[src/hdl/rosi_pkg.sv]
// Shared constants and types for the segment / oriented box intersection block.
// No dependencies; imported by every module in hdl/.
`timescale 1ns / 1ps
`default_nettype none

package rosi_pkg;

  localparam int FIELD_WIDTH    = 48;   // every input field
  localparam int NUM_FIELDS     = 7;
  localparam int IN_TDATA_W     = FIELD_WIDTH * NUM_FIELDS;
  localparam int OUT_TDATA_W    = 24;   // hit + 16-bit fraction, padded to bytes
  localparam int AXIS_WIDTH     = 16;   // Q1.14 axis components
  localparam int AXIS_FRAC_BITS = 14;
  localparam int FRAC_OUT_BITS  = 16;   // Q0.16 result
  localparam int DIV_STEPS      = 2;    // quotient bits per divider stage
  localparam int DIV_STAGES     = FRAC_OUT_BITS / DIV_STEPS;

  // sign of p1/q1 - p2/q2
  typedef struct packed {
    logic gt;
    logic lt;
  } cmp_res_t;

endpackage

`default_nettype wire

[src/hdl/rosi_div.sv]
// Pipelined restoring divider: floor(tp * 2^16 / tq) for tp < tq.
// DIV_STEPS quotient bits per stage, DIV_STAGES stages. Uses rosi_pkg.
`timescale 1ns / 1ps
`default_nettype none

module rosi_div #(
  parameter int QW = 35
) (
  input  wire                                   clk_i,
  input  wire  [rosi_pkg::DIV_STAGES-1:0]       en_i,
  input  wire                                   hit_i,
  input  wire  [QW-1:0]                         tp_i,
  input  wire  [QW-1:0]                         tq_i,
  output logic                                  hit_o,
  output logic [rosi_pkg::FRAC_OUT_BITS-1:0]    quot_o
);
  import rosi_pkg::*;

  logic [QW-1:0]            r_in   [DIV_STAGES];
  logic [QW-1:0]            q_in   [DIV_STAGES];
  logic [FRAC_OUT_BITS-1:0] qt_in  [DIV_STAGES];
  logic                     hit_in [DIV_STAGES];

  logic [QW-1:0]            r_d  [DIV_STAGES];
  logic [FRAC_OUT_BITS-1:0] qt_d [DIV_STAGES];

  logic [QW-1:0]            r_q   [DIV_STAGES];
  logic [QW-1:0]            q_q   [DIV_STAGES];
  logic [FRAC_OUT_BITS-1:0] qt_q  [DIV_STAGES];
  logic                     hit_q [DIV_STAGES];

  always_comb begin
    r_in[0]   = tp_i;
    q_in[0]   = tq_i;
    qt_in[0]  = '0;
    hit_in[0] = hit_i;
    for (int s = 1; s < DIV_STAGES; s++) begin
      r_in[s]   = r_q[s-1];
      q_in[s]   = q_q[s-1];
      qt_in[s]  = qt_q[s-1];
      hit_in[s] = hit_q[s-1];
    end
  end

  always_comb begin
    logic [QW:0]              r2;
    logic [QW-1:0]            r;
    logic [FRAC_OUT_BITS-1:0] qt;
    for (int s = 0; s < DIV_STAGES; s++) begin
      r  = r_in[s];
      qt = qt_in[s];
      for (int k = 0; k < DIV_STEPS; k++) begin
        r2 = {r, 1'b0};
        if (r2 >= {1'b0, q_in[s]}) begin
          r2 = r2 - {1'b0, q_in[s]};
          qt = {qt[FRAC_OUT_BITS-2:0], 1'b1};
        end else begin
          qt = {qt[FRAC_OUT_BITS-2:0], 1'b0};
        end
        r = r2[QW-1:0];
      end
      r_d[s]  = r;
      qt_d[s] = qt;
    end
  end

  always_ff @(posedge clk_i) begin
    for (int s = 0; s < DIV_STAGES; s++) begin
      if (en_i[s]) begin
        r_q[s]   <= r_d[s];
        q_q[s]   <= q_in[s];
        qt_q[s]  <= qt_d[s];
        hit_q[s] <= hit_in[s];
      end
    end
  end

  assign hit_o  = hit_q[DIV_STAGES-1];
  assign quot_o = qt_q[DIV_STAGES-1];

endmodule

`default_nettype wire

[config.mk]
export PLATFORM = sky130hd
export DESIGN_NAME = rosi_div
export DESIGN_NICKNAME = d
export VERILOG_FILES = /design/src/hdl/rosi_pkg.sv /design/src/hdl/rosi_div.sv
export SDC_FILE = /design/constraint.sdc
export NUM_CORES = 2
export LEC_CHECK = 0
export BUFFER_PORTS_ARGS = -buffer_cell sky130_fd_sc_hd__buf_2
export CAP_MARGIN = 20
export CORE_ASPECT_RATIO = 1.1
export CORE_MARGIN = 10
export CORE_UTILIZATION = 60
export CTS_CLUSTER_SIZE = 20
export DETAILED_ROUTE_END_ITERATION = 10
export GPL_ROUTABILITY_DRIVEN = 1
export PLACE_DENSITY = 0.8
export SLEW_MARGIN = 20
export SYNTH_ARGS = -nofsm -noshare
export SYNTH_HDL_FRONTEND = slang
export SYNTH_SLANG_ARGS = --single-unit
[constraint.sdc]
create_clock -name clk_i -period 21.9 [get_ports clk_i]
set_clock_uncertainty 0.2 [all_clocks]
set_input_delay 4.38 -clock clk_i [delete_from_list [all_inputs] [get_ports clk_i]]
set_output_delay 4.38 -clock clk_i [all_outputs]
set_load 0.05 [all_outputs]
==> results.ini <==
[drt]
firstDrtPassIters=7
routed_wl_um=123200
ant_nets=0
routedWlPerCell_um=18.48
drt-initial-drc-count=1904
drt-vias-per-instance=6.082
drc=0
vias=40540

[setup_path]
crit_buf_inv=4
worstReg2RegEnd=r_q[2][30]$_DFFE_PP_
required_ns=22.07
critPathMaxFanout=33
reg2reg_from=q_q[1][0]$_DFFE_PP_
slowest_delay_ns=0.56
critical_path_class=input port to flip-flop
arrival_ns=11.63
cpMaxStageDelayCell=a41o_2
r2r_cells=24
cp-start-kind=input port
rrSetupSlack_ns=13.04
worstSetupEndpointType=flip-flop
crit_family=compound AO/OA/AOI/OAI gates
path_cells=buf_2 > inv_1 > ha_1 > and3_1 > nand4_1 > nor3_1 > nand4_1 > o211ai_1 > a41o_2 > buf_4 > mux2_2 > ha_1 > and3_1 > a221oi_1 > o21ai_1 > a211o_1 > a31o_2 > a221oi_4 > o21ai_2 > a21oi_1 > a21oi_1 > a21oi_4 > buf_16 > mux2_2

[floorplanning]
core-area_um2=83050
start_util_pct=60.31
dieHeight_um=323.0
ios=97
chipWidth_um=295.5
die-area_um2=95450
rows=111

[yosys]
synth_cell_types=94
synth_top_area_cell=edfxtp_1
synth.most_common_cell=edfxtp_1
yosys_warnings=0
ys_ff_latch=570
ys_top_cells_by_area=edfxtp_1 34%, ha_1 14%, a21oi_1 5.5%, xnor2_1 5.1%, o21ai_0 4.1%
syn_nets=6105
synth_top_area_share_pct=34.17
syn_inst=5466
synth_edf_count=570
yosysSeqAreaShare_pct=34.17
netlist_area_um2=50090
synth_flop_cell=edfxtp_1
avgSynthCellArea_um2=9.163
synth_commonest_cells=570 x edfxtp_1, 551 x ha_1, 547 x a21oi_1
async_flop_share_pct=0

[sta]
slew_viol_final=0
finalSetupViolCount=0
hold_violations=0
max_freq_mhz=87.29
fin_crit_sh_pct=52.31
fin_crit_ns=11.46
worst_pin_slew_ns=1.096
final.setup.tns_ns=0
rsz0062_at_grt=no
slew-limit-headroom_pct=26.18

[run]
maxCapViolations=0

[worst_hold_path]
whs_endpoint=qt_q[1][37]$_DFFE_PP_
min_path_type=flip-flop to flip-flop
hp-start=qt_q[1][19]$_DFFE_PP_
hold_depth=0

[cts]
cts.clk_slew.worst_paths_ns=0.06
holdBufCountCts=0
cts_max_level=3
cts_setup_buffers=0
cts_max_path_buffers=3
ctsResizeCount=0
cts_sinks=570
cts_tree=built
root_buffer=clkbuf_16
clk_latency_ns=0.63
cts_buffers=67

[grt]
grt_overflow=0
grt_max_degree=72
gr-usage-all-layers_pct=25.47
grt_pass1_vias=41090
grt_pass1_wl_um=199100
antenna_found_initial=1

[placement]
portBuffers=96
hpwl_um=99260
place_congestion=0.9781

[finish]
final.fill_count=6761
area_growth_pct=7.479
drive_above_1_share_pct=8.512
num_antenna_cells=0
nNetsFinal=6180

[outcome]
run_status=completed

-- cell usage in the layout (no fill, tap or decap), drive strengths merged, types with 43 or more instances in the layout --
| cell | netlist | layout |
|---|---|---|
| nand2 | 428 | 428 |
| and3 | 43 | 43 |
| o21a | 68 | 68 |
| nand2b | 69 | 69 |
| o21ai | 414 | 414 |
| clkbuf | 76 | 83 |
| nor2b | 47 | 47 |
| ha | 551 | 551 |
| edfxtp | 570 | 570 |
| mux2 | 179 | 179 |
| a21oi | 550 | 550 |
| a211oi | 60 | 60 |
| buf | 41 | 123 |
| inv | 434 | 438 |
| nand4 | 63 | 63 |
| xnor2 | 290 | 290 |
| nand3 | 103 | 103 |
| o211ai | 46 | 46 |
| and2 | 46 | 46 |
| a31oi | 53 | 53 |
| o21bai | 69 | 69 |
| xor2 | 146 | 146 |
| a21o | 220 | 220 |
| nor3 | 77 | 77 |
| nor2 | 398 | 398 |
| o31ai | 44 | 44 |
-- kinds of logic after synthesis --
| family | share of synthesized area, % |
|---|---|
| XOR/XNOR | 7.624 |
| flip-flops | 34.17 |
| buffers and inverters | 4.287 |
| AND/OR/NAND/NOR | 12.97 |
| AO/OA/AOI/OAI | 22.49 |
| multiplexers | 4.364 |
| adder cells (fa/ha/maj) | 14.08 |
-- worst max-delay path by stage --
stage / start / endpoint / slack, ns / cells past startpoint
5_1_grt: tq_i[20] / r_q[0][23]$_DFFE_PP_ / 10.04 / 25
3_5_place_dp: tq_i[28] / r_q[0][2]$_DFFE_PP_ / 9.44 / 23
2_1_floorplan: tq_i[0] / r_q[0][10]$_DFFE_PP_ / 11.47 / 26
6_report: tq_i[28] / r_q[0][2]$_DFFE_PP_ / 10.44 / 24
4_1_cts: tq_i[28] / r_q[0][29]$_DFFE_PP_ / 10.06 / 23
3_3_place_gp: tq_i[28] / r_q[0][4]$_DFFE_PP_ / 9.51 / 23
-- cell type report --
class / count / area [um2] / area share [%]
Multi-Input combinational cell: 4343 / 30860 / 57.33
Sequential cell: 570 / 17120 / 31.80
Clock buffer: 83 / 1779 / 3.305
Inverter: 436 / 1637 / 3.040
Tap cell: 1073 / 1343 / 2.494
Timing Repair Buffer: 123 / 715.7 / 1.329
Clock inverter: 37 / 377.9 / 0.7019
-- registers in the layout, summed over array words and instances (netlist names) --
| signal | flops |
|---|---|
| r_q | 245 |
| qt_q | 72 |
| hit_q | 8 |
| q_q | 245 |
-- metal layers --
layer  track usage [%]  vias to the layer above  share of wire (%)
met3             2.263                      359                2.8
li1                  -                    20380                  -
met4             16.59                        0                6.7
met5                 0                        -                  0
met2             49.50                      914                 53
met1             25.47                    18890                 38
-- stage by stage --
step | cell area (um2) | instances | setup slack (ns) | hold slack, ns | util, %
floorplan | 50090 | 5466 | 11.47 | 0.2003 | -
global placement | 51640 | 6544 | 9.509 | 0.2015 | 62.18
detailed placement | 51650 | 6544 | 9.443 | 0.2045 | 62.19
CTS | 53810 | 6664 | 10.06 | 0.2149 | 64.79
global route | 53830 | 6665 | 10.04 | 0.2195 | 64.82
finish | 53830 | 6665 | 10.44 | 0.2127 | 64.82
Power is left out: the tool's default activity adds up to more than one toggle a clock period on the data nets, which glitch-free logic cannot reach.
